[src/sv/three_stream_timestamp_aligner_core_macros.svh]
// Assertion macros used by the timestamp aligner datapath.
`ifndef THREE_STREAM_TIMESTAMP_ALIGNER_CORE_MACROS_SVH
`define THREE_STREAM_TIMESTAMP_ALIGNER_CORE_MACROS_SVH

// Same-cycle implication, clocked on clock, off during reset.
`define TSA_ASSERT_IMPL(label, ante, cons, msg) \
   label: assert property (@(posedge clock) disable iff (reset) (ante) |-> (cons)) \
      else $error(msg);

// Next-cycle implication, clocked on clock, off during reset.
`define TSA_ASSERT_NEXT(label, ante, cons, msg) \
   label: assert property (@(posedge clock) disable iff (reset) (ante) |=> (cons)) \
      else $error(msg);

`endif

[src/sv/tsa_pkg.sv]
// Types and constants of the three-stream timestamp aligner.
package tsa_pkg;

   localparam int TIME_BITS    = 32;
   localparam int PAYLOAD_BITS = 32;
   localparam int CSR_BITS     = 32;
   localparam int LIMIT_BITS   = 4;
   localparam int NUM_STREAMS  = 3;

   localparam logic [TIME_BITS-1:0]  MAX_AGE_RESET    = 32'd100;
   localparam logic [TIME_BITS-1:0]  GUARD_TIME_RESET = 32'd5;
   localparam logic [LIMIT_BITS-1:0] LIST_LIMIT_RESET = 4'd5;

   // Function code; sample codes double as stream index.
   typedef enum logic [1:0] {
      FUNC_RIGHT = 2'd0,
      FUNC_LEFT  = 2'd1,
      FUNC_FIELD = 2'd2,
      FUNC_PURGE = 2'd3
   } func_type;

   typedef enum logic [1:0] {
      CSR_MAX_AGE    = 2'd0,
      CSR_GUARD_TIME = 2'd1,
      CSR_LIST_LIMIT = 2'd2
   } csr_index_type;

   typedef struct packed {
      func_type                func;
      logic [TIME_BITS-1:0]    sample_time;
      logic [PAYLOAD_BITS-1:0] payload;
      logic [TIME_BITS-1:0]    now;
   } req_type;

   typedef struct packed {
      logic [TIME_BITS-1:0]    tuple_time;
      logic                    right_valid;
      logic [PAYLOAD_BITS-1:0] right_payload;
      logic                    left_valid;
      logic [PAYLOAD_BITS-1:0] left_payload;
      logic                    field_valid;
      logic [PAYLOAD_BITS-1:0] field_payload;
   } rsp_type;

   // Controller to datapath.
   typedef struct packed {
      logic load;       // capture the input transaction
      logic push;       // append sample to its history
      logic trigger;    // record trigger, start a scan
      logic purge_rd;   // read newest entry of each history
      logic purge_chk;  // age check on the newest entries
      logic scan_rd;    // read one entry of each history
      logic load_rsp;   // move result into the output register
   } cmd_type;

   // Datapath to controller.
   typedef struct packed {
      logic is_purge;
      logic trig_ok;
      logic scan_last;
      logic out_free;
   } status_type;

endpackage

[src/sv/tsa_ram.sv]
// Generic single-write, single-read RAM with registered read data.
module tsa_ram #(
   parameter int WIDTH = 64,
   parameter int DEPTH = 8
) (
   input  logic                                   clock,
   input  logic                                   wr_en,
   input  logic [((DEPTH > 1) ? $clog2(DEPTH) : 1)-1:0] wr_addr,
   input  logic [WIDTH-1:0]                       wr_data,
   input  logic                                   rd_en,
   input  logic [((DEPTH > 1) ? $clog2(DEPTH) : 1)-1:0] rd_addr,
   output logic [WIDTH-1:0]                       rd_data
);

   logic [WIDTH-1:0] mem_ff [DEPTH];
   logic [WIDTH-1:0] rd_data_ff;

   always_ff @(posedge clock) begin
      if (wr_en) begin
         mem_ff[wr_addr] <= wr_data;
      end
      if (rd_en) begin
         rd_data_ff <= mem_ff[rd_addr];
      end
   end

   assign rd_data = rd_data_ff;

endmodule

[src/sv/tsa_ctrl.sv]
// Sequencer of the timestamp aligner: accept, append or purge, scan, hand off.
module tsa_ctrl
   import tsa_pkg::*;
(
   input  logic       clock,
   input  logic       reset,
   input  logic       req_valid,
   output logic       req_stall,
   input  status_type status,
   output cmd_type    cmd
);

   typedef enum logic [6:0] {
      ST_IDLE    = 7'b0000001,
      ST_EXEC    = 7'b0000010,
      ST_PURGE   = 7'b0000100,
      ST_SCAN    = 7'b0001000,
      ST_DRAIN_A = 7'b0010000,
      ST_DRAIN_B = 7'b0100000,
      ST_DONE    = 7'b1000000
   } state_type;

   state_type state_ff, state_in;

   always_comb begin
      state_in  = state_ff;
      cmd       = '0;
      req_stall = 1'b1;
      unique case (state_ff)
         ST_IDLE: begin
            req_stall = 1'b0;
            if (req_valid) begin
               cmd.load = 1'b1;
               state_in = ST_EXEC;
            end
         end
         ST_EXEC: begin
            if (status.is_purge) begin
               cmd.purge_rd = 1'b1;
               state_in     = ST_PURGE;
            end else begin
               cmd.push = 1'b1;
               if (status.trig_ok) begin
                  cmd.trigger = 1'b1;
                  state_in    = ST_SCAN;
               end else begin
                  state_in = ST_IDLE;
               end
            end
         end
         ST_PURGE: begin
            cmd.purge_chk = 1'b1;
            state_in      = ST_IDLE;
         end
         ST_SCAN: begin
            cmd.scan_rd = 1'b1;
            if (status.scan_last) begin
               state_in = ST_DRAIN_A;
            end
         end
         // the drain states let the RAM read data and the distance stage drain
         ST_DRAIN_A: state_in = ST_DRAIN_B;
         ST_DRAIN_B: state_in = ST_DONE;
         ST_DONE: begin
            if (status.out_free) begin
               cmd.load_rsp = 1'b1;
               state_in     = ST_IDLE;
            end
         end
         default: state_in = ST_IDLE;
      endcase
   end

   always_ff @(posedge clock) begin
      if (reset) begin
         state_ff <= ST_IDLE;
      end else begin
         state_ff <= state_in;
      end
   end

endmodule

[src/sv/tsa_dpath.sv]
// Datapath of the timestamp aligner: histories, trigger check, nearest search, result.
`include "three_stream_timestamp_aligner_core_macros.svh"

module tsa_dpath
   import tsa_pkg::*;
#(
   parameter int HISTORY_DEPTH = 8
) (
   input  logic                  clock,
   input  logic                  reset,
   input  req_type               req_data,
   input  logic                  rsp_stall,
   output logic                  rsp_valid,
   output rsp_type               rsp_data,
   input  logic                  csr_write_en,
   input  logic [1:0]            csr_index,
   input  logic [CSR_BITS-1:0]   csr_wdata,
   input  cmd_type               cmd,
   output status_type            status
);

   localparam int PTR_W   = (HISTORY_DEPTH > 1) ? $clog2(HISTORY_DEPTH) : 1;
   localparam int CNT_W   = $clog2(HISTORY_DEPTH + 1);
   localparam int SUM_W   = CNT_W + 1;
   localparam int LCMP_W  = (CNT_W > LIMIT_BITS) ? CNT_W : LIMIT_BITS;
   localparam int ENTRY_W = TIME_BITS + PAYLOAD_BITS;

   function automatic logic [PTR_W-1:0] wrap_ptr(input logic [SUM_W-1:0] s);
      logic [SUM_W-1:0] r;
      r = (s >= SUM_W'(HISTORY_DEPTH)) ? s - SUM_W'(HISTORY_DEPTH) : s;
      return r[PTR_W-1:0];
   endfunction

   // configuration
   logic [TIME_BITS-1:0]  max_age_ff;
   logic [TIME_BITS-1:0]  guard_time_ff;
   logic [LIMIT_BITS-1:0] list_limit_ff;

   always_ff @(posedge clock) begin
      if (reset) begin
         max_age_ff    <= MAX_AGE_RESET;
         guard_time_ff <= GUARD_TIME_RESET;
         list_limit_ff <= LIST_LIMIT_RESET;
      end else if (csr_write_en) begin
         unique case (csr_index)
            CSR_MAX_AGE:    max_age_ff    <= csr_wdata[TIME_BITS-1:0];
            CSR_GUARD_TIME: guard_time_ff <= csr_wdata[TIME_BITS-1:0];
            CSR_LIST_LIMIT: list_limit_ff <= csr_wdata[LIMIT_BITS-1:0];
            default: ;
         endcase
      end
   end

   // effective list limit, clamped to 1..HISTORY_DEPTH
   logic [LCMP_W-1:0] lim_ext;
   logic [CNT_W-1:0]  lim_eff;

   always_comb begin
      lim_ext = LCMP_W'(list_limit_ff);
      if (lim_ext == '0) begin
         lim_eff = CNT_W'(1);
      end else if (lim_ext > LCMP_W'(HISTORY_DEPTH)) begin
         lim_eff = CNT_W'(HISTORY_DEPTH);
      end else begin
         lim_eff = lim_ext[CNT_W-1:0];
      end
   end

   // captured transaction and trigger state
   req_type              req_ff;
   logic [TIME_BITS-1:0] last_trigger_ff;
   logic [TIME_BITS-1:0] trig_time_ff;
   logic [PTR_W-1:0]     scan_idx_ff;
   logic                 rd_vld_ff;

   logic [CNT_W-1:0]     count_q [NUM_STREAMS];
   logic [1:0]           stream_sel;
   logic [TIME_BITS-1:0] trig_time;
   logic [TIME_BITS-1:0] trig_diff;
   logic                 stream_trig;

   assign stream_sel = req_ff.func;
   assign trig_time  = (req_ff.sample_time == '0) ? req_ff.now : req_ff.sample_time;
   assign trig_diff  = trig_time - last_trigger_ff;

   always_comb begin
      unique case (req_ff.func)
         FUNC_RIGHT: stream_trig = 1'b1;
         FUNC_LEFT:  stream_trig = (count_q[0] == '0);
         FUNC_FIELD: stream_trig = (count_q[0] == '0) && (count_q[1] == '0);
         default:    stream_trig = 1'b0;
      endcase
   end

   assign status.is_purge  = (req_ff.func == FUNC_PURGE);
   // all-ones time never aligns; a trigger behind or too close to the last is dropped
   assign status.trig_ok   = stream_trig && (trig_time != '1) &&
                             !trig_diff[TIME_BITS-1] && (trig_diff >= guard_time_ff);
   assign status.scan_last = (scan_idx_ff == PTR_W'(HISTORY_DEPTH - 1));
   assign status.out_free  = !rsp_valid || !rsp_stall;

   always_ff @(posedge clock) begin
      if (cmd.load) begin
         req_ff <= req_data;
      end
      if (cmd.trigger) begin
         trig_time_ff <= trig_time;
      end
   end

   always_ff @(posedge clock) begin
      if (reset) begin
         last_trigger_ff <= '0;
         scan_idx_ff     <= '0;
         rd_vld_ff       <= 1'b0;
      end else begin
         rd_vld_ff <= cmd.scan_rd;
         if (cmd.trigger) begin
            last_trigger_ff <= trig_time;
            scan_idx_ff     <= '0;
         end else if (cmd.scan_rd) begin
            scan_idx_ff <= scan_idx_ff + PTR_W'(1);
         end
      end
   end

   // per-stream history and nearest search
   logic                    res_valid [NUM_STREAMS];
   logic [PAYLOAD_BITS-1:0] res_pay   [NUM_STREAMS];

   for (genvar s = 0; s < NUM_STREAMS; s++) begin : g_stream
      logic [PTR_W-1:0]        head_ff;
      logic [CNT_W-1:0]        count_ff;
      logic                    in_range_ff;
      logic                    mag_vld_ff;
      logic [TIME_BITS-1:0]    mag_ff;
      logic [PAYLOAD_BITS-1:0] mag_pay_ff;
      logic                    found_ff;
      logic [TIME_BITS-1:0]    best_ff;
      logic [PAYLOAD_BITS-1:0] best_pay_ff;

      logic [PTR_W-1:0]        head_push;
      logic [CNT_W-1:0]        cnt_kept;
      logic [SUM_W-1:0]        drop;
      logic [PTR_W-1:0]        wr_addr;
      logic [PTR_W-1:0]        rd_addr;
      logic                    wr_en;
      logic [ENTRY_W-1:0]      rd_data;
      logic [TIME_BITS-1:0]    ent_time;
      logic [PAYLOAD_BITS-1:0] ent_pay;
      logic [TIME_BITS-1:0]    delta;
      logic [TIME_BITS-1:0]    mag;
      logic [TIME_BITS-1:0]    age;
      logic                    stale;

      // append: drop oldest entries until the new one fits under the limit
      always_comb begin
         drop = '0;
         if (count_ff >= lim_eff) begin
            drop     = SUM_W'(count_ff) + SUM_W'(1) - SUM_W'(lim_eff);
            cnt_kept = lim_eff - CNT_W'(1);
         end else begin
            cnt_kept = count_ff;
         end
         head_push = wrap_ptr(SUM_W'(head_ff) + drop);
         wr_addr   = wrap_ptr(SUM_W'(head_push) + SUM_W'(cnt_kept));
      end

      always_comb begin
         if (cmd.purge_rd) begin
            rd_addr = (count_ff == '0) ? head_ff :
                      wrap_ptr(SUM_W'(head_ff) + SUM_W'(count_ff) - SUM_W'(1));
         end else begin
            rd_addr = wrap_ptr(SUM_W'(head_ff) + SUM_W'(scan_idx_ff));
         end
      end

      assign wr_en = cmd.push && (stream_sel == 2'(s));

      tsa_ram #(
         .WIDTH (ENTRY_W),
         .DEPTH (HISTORY_DEPTH)
      ) u_hist (
         .clock   (clock),
         .wr_en   (wr_en),
         .wr_addr (wr_addr),
         .wr_data ({req_ff.sample_time, req_ff.payload}),
         .rd_en   (cmd.purge_rd || cmd.scan_rd),
         .rd_addr (rd_addr),
         .rd_data (rd_data)
      );

      assign ent_time = rd_data[ENTRY_W-1 -: TIME_BITS];
      assign ent_pay  = rd_data[PAYLOAD_BITS-1:0];
      assign delta    = trig_time_ff - ent_time;
      assign mag      = delta[TIME_BITS-1] ? (TIME_BITS'(0) - delta) : delta;
      assign age      = req_ff.now - ent_time;
      assign stale    = (count_ff != '0) && !age[TIME_BITS-1] && (age > max_age_ff);

      always_ff @(posedge clock) begin
         mag_ff     <= mag;
         mag_pay_ff <= ent_pay;
         if (mag_vld_ff && (!found_ff || (mag_ff < best_ff))) begin
            best_ff     <= mag_ff;
            best_pay_ff <= mag_pay_ff;
         end
      end

      always_ff @(posedge clock) begin
         if (reset) begin
            head_ff     <= '0;
            count_ff    <= '0;
            in_range_ff <= 1'b0;
            mag_vld_ff  <= 1'b0;
            found_ff    <= 1'b0;
         end else begin
            in_range_ff <= cmd.scan_rd && (SUM_W'(scan_idx_ff) < SUM_W'(count_ff));
            mag_vld_ff  <= rd_vld_ff && in_range_ff;
            if (wr_en) begin
               head_ff  <= head_push;
               count_ff <= cnt_kept + CNT_W'(1);
            end else if (cmd.purge_chk && stale) begin
               count_ff <= '0;
            end
            if (cmd.trigger) begin
               found_ff <= 1'b0;
            end else if (mag_vld_ff) begin
               found_ff <= 1'b1;
            end
         end
      end

      assign count_q[s]   = count_ff;
      assign res_valid[s] = found_ff && (best_ff <= max_age_ff);
      assign res_pay[s]   = res_valid[s] ? best_pay_ff : '0;
   end

   // output register
   logic    rsp_valid_ff;
   rsp_type rsp_data_ff;

   always_ff @(posedge clock) begin
      if (cmd.load_rsp) begin
         rsp_data_ff.tuple_time    <= trig_time_ff;
         rsp_data_ff.right_valid   <= res_valid[0];
         rsp_data_ff.right_payload <= res_pay[0];
         rsp_data_ff.left_valid    <= res_valid[1];
         rsp_data_ff.left_payload  <= res_pay[1];
         rsp_data_ff.field_valid   <= res_valid[2];
         rsp_data_ff.field_payload <= res_pay[2];
      end
   end

   always_ff @(posedge clock) begin
      if (reset) begin
         rsp_valid_ff <= 1'b0;
      end else if (cmd.load_rsp) begin
         rsp_valid_ff <= 1'b1;
      end else if (!rsp_stall) begin
         rsp_valid_ff <= 1'b0;
      end
   end

   assign rsp_valid = rsp_valid_ff;
   assign rsp_data  = rsp_data_ff;

   // a purge only ever clears a count, so no bit of any count can appear
   logic [NUM_STREAMS*CNT_W-1:0] cnt_all;
   logic                         right_clean;

   assign cnt_all     = {count_q[2], count_q[1], count_q[0]};
   assign right_clean = rsp_data_ff.right_valid || (rsp_data_ff.right_payload == '0);

   `TSA_ASSERT_NEXT(a_push_nonempty, cmd.push, count_q[stream_sel] != '0, "empty after append")
   `TSA_ASSERT_NEXT(a_purge_no_grow, cmd.purge_chk, (cnt_all & ~$past(cnt_all)) == '0, "grew")
   `TSA_ASSERT_IMPL(a_rsp_free, cmd.load_rsp, !(rsp_valid_ff && rsp_stall), "result overwritten")
   `TSA_ASSERT_IMPL(a_invalid_zero, rsp_valid_ff, right_clean, "invalid right match has payload")

endmodule

[src/sv/three_stream_timestamp_aligner_core.sv]
// Top level of the three-stream timestamp aligner.
//
//  channel  | handshake              | payload
//  ---------+------------------------+------------------------------
//  req      | req_valid / req_stall  | req_data  (func, time, payload, now)
//  rsp      | rsp_valid / rsp_stall  | rsp_data  (tuple time, 3 matches)
//  csr      | csr_write_en           | csr_index, csr_wdata
//
// One transaction at a time. A sample that does not trigger is only appended, a purge
// tick age-checks the newest entries, and a trigger scans one entry of each history per
// cycle from its RAM, then drains through ST_DRAIN_A and ST_DRAIN_B to the hand-off.
// Reset is synchronous; it empties the histories and restores register defaults.
// A stalled result stays in the output register while the next transaction is worked;
// a second result waits in the controller until the output register frees.
module three_stream_timestamp_aligner_core
   import tsa_pkg::*;
#(
   parameter int HISTORY_DEPTH = 8
) (
   input  logic                clock,
   input  logic                reset,
   input  logic                req_valid,
   output logic                req_stall,
   input  req_type             req_data,
   output logic                rsp_valid,
   input  logic                rsp_stall,
   output rsp_type             rsp_data,
   input  logic                csr_write_en,
   input  logic [1:0]          csr_index,
   input  logic [CSR_BITS-1:0] csr_wdata
);

   cmd_type    cmd;
   status_type status;

   tsa_ctrl u_ctrl (
      .clock     (clock),
      .reset     (reset),
      .req_valid (req_valid),
      .req_stall (req_stall),
      .status    (status),
      .cmd       (cmd)
   );

   tsa_dpath #(
      .HISTORY_DEPTH (HISTORY_DEPTH)
   ) u_dpath (
      .clock        (clock),
      .reset        (reset),
      .req_data     (req_data),
      .rsp_stall    (rsp_stall),
      .rsp_valid    (rsp_valid),
      .rsp_data     (rsp_data),
      .csr_write_en (csr_write_en),
      .csr_index    (csr_index),
      .csr_wdata    (csr_wdata),
      .cmd          (cmd),
      .status       (status)
   );

endmodule

[config.mk]
export PLATFORM = sky130hd
export DESIGN_NAME = three_stream_timestamp_aligner_core
export DESIGN_NICKNAME = d
export VERILOG_FILES = /design/src/sv/tsa_pkg.sv /design/src/sv/tsa_ram.sv /design/src/sv/tsa_ctrl.sv /design/src/sv/tsa_dpath.sv /design/src/sv/three_stream_timestamp_aligner_core.sv
export VERILOG_INCLUDE_DIRS = /design/src /design/src/sv
export SDC_FILE = /design/constraint.sdc
export NUM_CORES = 2
export LEC_CHECK = 0
export BUFFER_PORTS_ARGS = -buffer_cell sky130_fd_sc_hd__buf_4
export CAP_MARGIN = 20
export CORE_AREA = 2 2 794 480
export DETAILED_ROUTE_END_ITERATION = 6
export DIE_AREA = 0 0 796 482
export PLACE_DENSITY = 0.48
export SYNTH_ARGS = -nofsm -noshare
export SYNTH_HDL_FRONTEND = slang
export SYNTH_SLANG_ARGS = --single-unit
[constraint.sdc]
create_clock -name clock -period 16.05 [get_ports clock]
set_input_delay 0.8025 -clock clock [delete_from_list [all_inputs] [get_ports clock]]
set_output_delay 0.8025 -clock clock [all_outputs]
set_load 0.01 [all_outputs]
==> impl_metrics.env <==
export IMPL_r2r_cells=26
export IMPL_slew_limit_headroom=0.1038
export IMPL_core_area_sq_um=376800
export IMPL_hold_class="primary input to flip-flop"
export IMPL_cts_clk_slew_worst_paths_ns=0.06
export IMPL_cts_sinks=2515
export IMPL_dpl_hpwl_mm=269.3
export IMPL_synth_area_leaders="edfxtp_1 58%, nand2_1 7.0%, ha_1 6.5%"
export IMPL_grt_pass1_wl_mm=562.6
export IMPL_synth_cell_types=95
export IMPL_worstSetupPathType="flip-flop to flip-flop"
export IMPL_cts_tree="yes"
export IMPL_clkLatencyLatePin_ns=0.90
export IMPL_port_buffers=269
export IMPL_hold_worst_slack_ns=0.07991
export IMPL_yosys_area_top_type="edfxtp_1"
export IMPL_finalCriticalPeriod_ns=8.912
export IMPL_multi_input_area_sq_um=37710
export IMPL_drt_initial_drc_count=9100
export IMPL_avgSynthCellArea_sq_um=11.68
export IMPL_rsz0062_at_grt="false"
export IMPL_skew_ns=0.07995
export IMPL_crit_fanout=45
export IMPL_synthTopCellsByCount="2,181 x edfxtp_1, 2,094 x nand2_1, 1,032 x nand3_1, 587 x ha_1, 386 x inv_1"
export IMPL_post_cts_setup_buffers=0
export IMPL_fin_crit_sh=0.5552
export IMPL_crit_path_end_kind="flip-flop"
export IMPL_syn_to_final_growth_pct=15.71
export IMPL_cp_num_cells=26
export IMPL_worstSetupStartpointType="flip-flop"
export IMPL_firstDrtPassIters=6
export IMPL_fill_cells=36870
export IMPL_cts_buffers=269
export IMPL_ys_seq_elements=2515
export IMPL_yosysSeqAreaShare=0.6422
export IMPL_die_h_microns=482
export IMPL_rrSetupSlack_ns=7.14
export IMPL_max_freq_ghz=0.1122
export IMPL_slowest_delay_ns=0.85
export IMPL_initial_core_util=0.2982
export IMPL_core_rowCount=175
export IMPL_outcome="finished clean"
export IMPL_hold_viol_final=0
export IMPL_synth_edf_count=2181
export IMPL_yosysWarnings=0
export IMPL_nets=10690
export IMPL_ctsResizeCount=0
export IMPL_crit_top_cell="buf_4"
export IMPL_antenna_found_initial=48
export IMPL_rr_startpoint="u_dpath.req_ff[67]$_DFFE_PP_"
export IMPL_finalSetupViolCount=0
export IMPL_track_usage=0.2045
export IMPL_peakVddDrop_mv=0.1029
export IMPL_r2r_end="u_dpath.last_trigger_ff[5]$_SDFFE_PP0P_"
export IMPL_cp_slowest_cell="nor4_1"
export IMPL_die_area_sq_um=383700
export IMPL_grt_pass1_vias=72580
export IMPL_vias=77680
export IMPL_critical_path_top_delay_family="simple AND/OR/NAND/NOR gates"
export IMPL_synth_fp_nets=10360
export IMPL_final_layout_size_suffix_gt1_frac=0.09434
export IMPL_cp_arrival_ns=9.64
export IMPL_grt_max_degree=139
export IMPL_synth_top_area_share=0.5828
export IMPL_seqCellArea_sq_um=72180
export IMPL_critPathCapture="u_dpath.last_trigger_ff[5]$_SDFFE_PP0P_"
export IMPL_power_density_nw_per_um2=128.6
export IMPL_wl_per_cell_microns=26.62
export IMPL_synthCells=9622
export IMPL_finalWirelength_mm=405.3
export IMPL_worst_pin_slew_ns=1.340
export IMPL_ioPinCount=270
export IMPL_startpoint="u_dpath.req_ff[67]$_DFFE_PP_"
export IMPL_gp_congestion=1.006
export IMPL_postRouteAntennaNets=0
export IMPL_maxCapViolations=0
export IMPL_die_w_microns=796
export IMPL_cp_num_buf_inv=3
export IMPL_tns_ns=0
export IMPL_synthArstFlopShare=0
export IMPL_maxSlewViolCount=0
export IMPL_synth_main_ff_cell="edfxtp_1"
export IMPL_vias_per_cell=5.102
export IMPL_cts_root_buf="clkbuf_16"
export IMPL_synth_most_common_cell="edfxtp_1"
export IMPL_critPathRequiredTime_ns=16.78
export IMPL_p_leak_uw=0.04840
export IMPL_drc=0
export IMPL_grt_ovfl_total=0
export IMPL_syn_area_sq_um=112400
export IMPL_clockBufferDepth=4
export IMPL_h_tree_depth=5
==> kinds of logic (layout without fill, tap and decap cells) <==
family,count (synthesis),in the layout,synth area share
simple gates,3981,3981,0.1569
flops,2515,2515,0.6422
compound gates,1382,1382,0.07780
buf+inv,779,1322,0.02613
fa+ha+maj,603,603,0.06820
xor+xnor,314,314,0.02447
mux,48,48,0.004297
other cells,0,16,0
==> sequential cells by signal, summed over array words and instances, names as in the netlist, 96 cells and up <==
register,count
u_dpath.g_stream.mag_pay_ff,96
u_dpath.g_stream.u_hist.rd_data,192
u_dpath.g_stream.best_ff,96
u_dpath.rsp_data,131
u_dpath.g_stream.u_hist.mem_ff,1536
u_dpath.g_stream.mag_ff,96
u_dpath.g_stream.best_pay_ff,96
u_dpath.req_ff,96
==> timing repair <==
item | 4_1_cts | 5_1_grt
setup endpoints to repair | 0 | 0
hold buffers | 7 | 0
hold endpoints to repair | 7 | 0
==> cells in the final DEF, fill, tap and decap left out, drive strengths merged, types with 13 or more instances in the layout <==
master	count
or3	28
mux2i	46
diode	16
nand2b	49
a21boi	13
clkbuf	350
dfxtp	334
nor4	40
o21bai	39
xor2	113
nand4	96
nand2	2094
nor2	311
a31oi	26
nor3	79
a211oi	37
edfxtp	2181
o211ai	20
buf	444
clkinv	90
ha	587
and2	89
a21o	253
or2	16
inv	398
nand3	1032
o41ai	16
bufinv	24
and3	32
o21ai	373
o31ai	24
a21oi	385
nor2b	56
xnor2	201
fa	16
o21a	71
==> final cells by class <==
cell class | instances | share of cell area
clock inverters | 135 | 0.01114
diodes | 16 | 0.0003079
multi-input cells | 6328 | 0.2900
repair buffers | 454 | 0.02748
flip-flops and latches | 2515 | 0.5551
well taps | 5044 | 0.04853
clock buffers | 347 | 0.05633
inverters | 386 | 0.01114
==> layer usage <==
metal,wire [microns],track usage
met5,94,0
met3,39010,0.05846
met1,201000,0.3204
met2,158100,0.2781
met4,7122,0.03598
==> report_power, final <==
group	internal (uW)	total [uW]	switching, uW
registers	7580	7950	373
logic	854	2400	1550
clock network	3640	6360	2730
total	12100	16700	4650
==> stage by stage <==
step,util,worst slack [ns],instance area [sq um],cells,total power (uW)
detailed placement,0.3211,7.551,121000,14710,10370
floorplan,-,4.824,112400,9622,9340
CTS,0.3446,7.483,129900,15200,16780
global route,0.3450,6.793,130000,15210,17340
finish,0.3451,7.138,130000,15230,16720
global placement,0.3210,7.454,121000,14710,10330
==> worst min path at each step <==
stage	depth (start not counted)	slack (ns)	from	to
floorplan	0	0.32	u_dpath.g_stream[0].u_hist.rd_data[0]$_DFFE_PP_	u_dpath.g_stream[0].mag_pay_ff[0]$_DFF_P_
detailed placement	0	0.33	u_dpath.g_stream[1].u_hist.rd_data[17]$_DFFE_PP_	u_dpath.g_stream[1].mag_pay_ff[17]$_DFF_P_
global placement	0	0.32	u_dpath.g_stream[2].u_hist.rd_data[23]$_DFFE_PP_	u_dpath.g_stream[2].mag_pay_ff[23]$_DFF_P_
finish	1	0.08	req_data[23]	u_dpath.req_ff[23]$_DFFE_PP_
global route	1	0.02	req_data[50]	u_dpath.req_ff[50]$_DFFE_PP_
CTS	1	0.003	req_data[23]	u_dpath.req_ff[23]$_DFFE_PP_
Note: power is estimated with default switching activity, not from simulation.
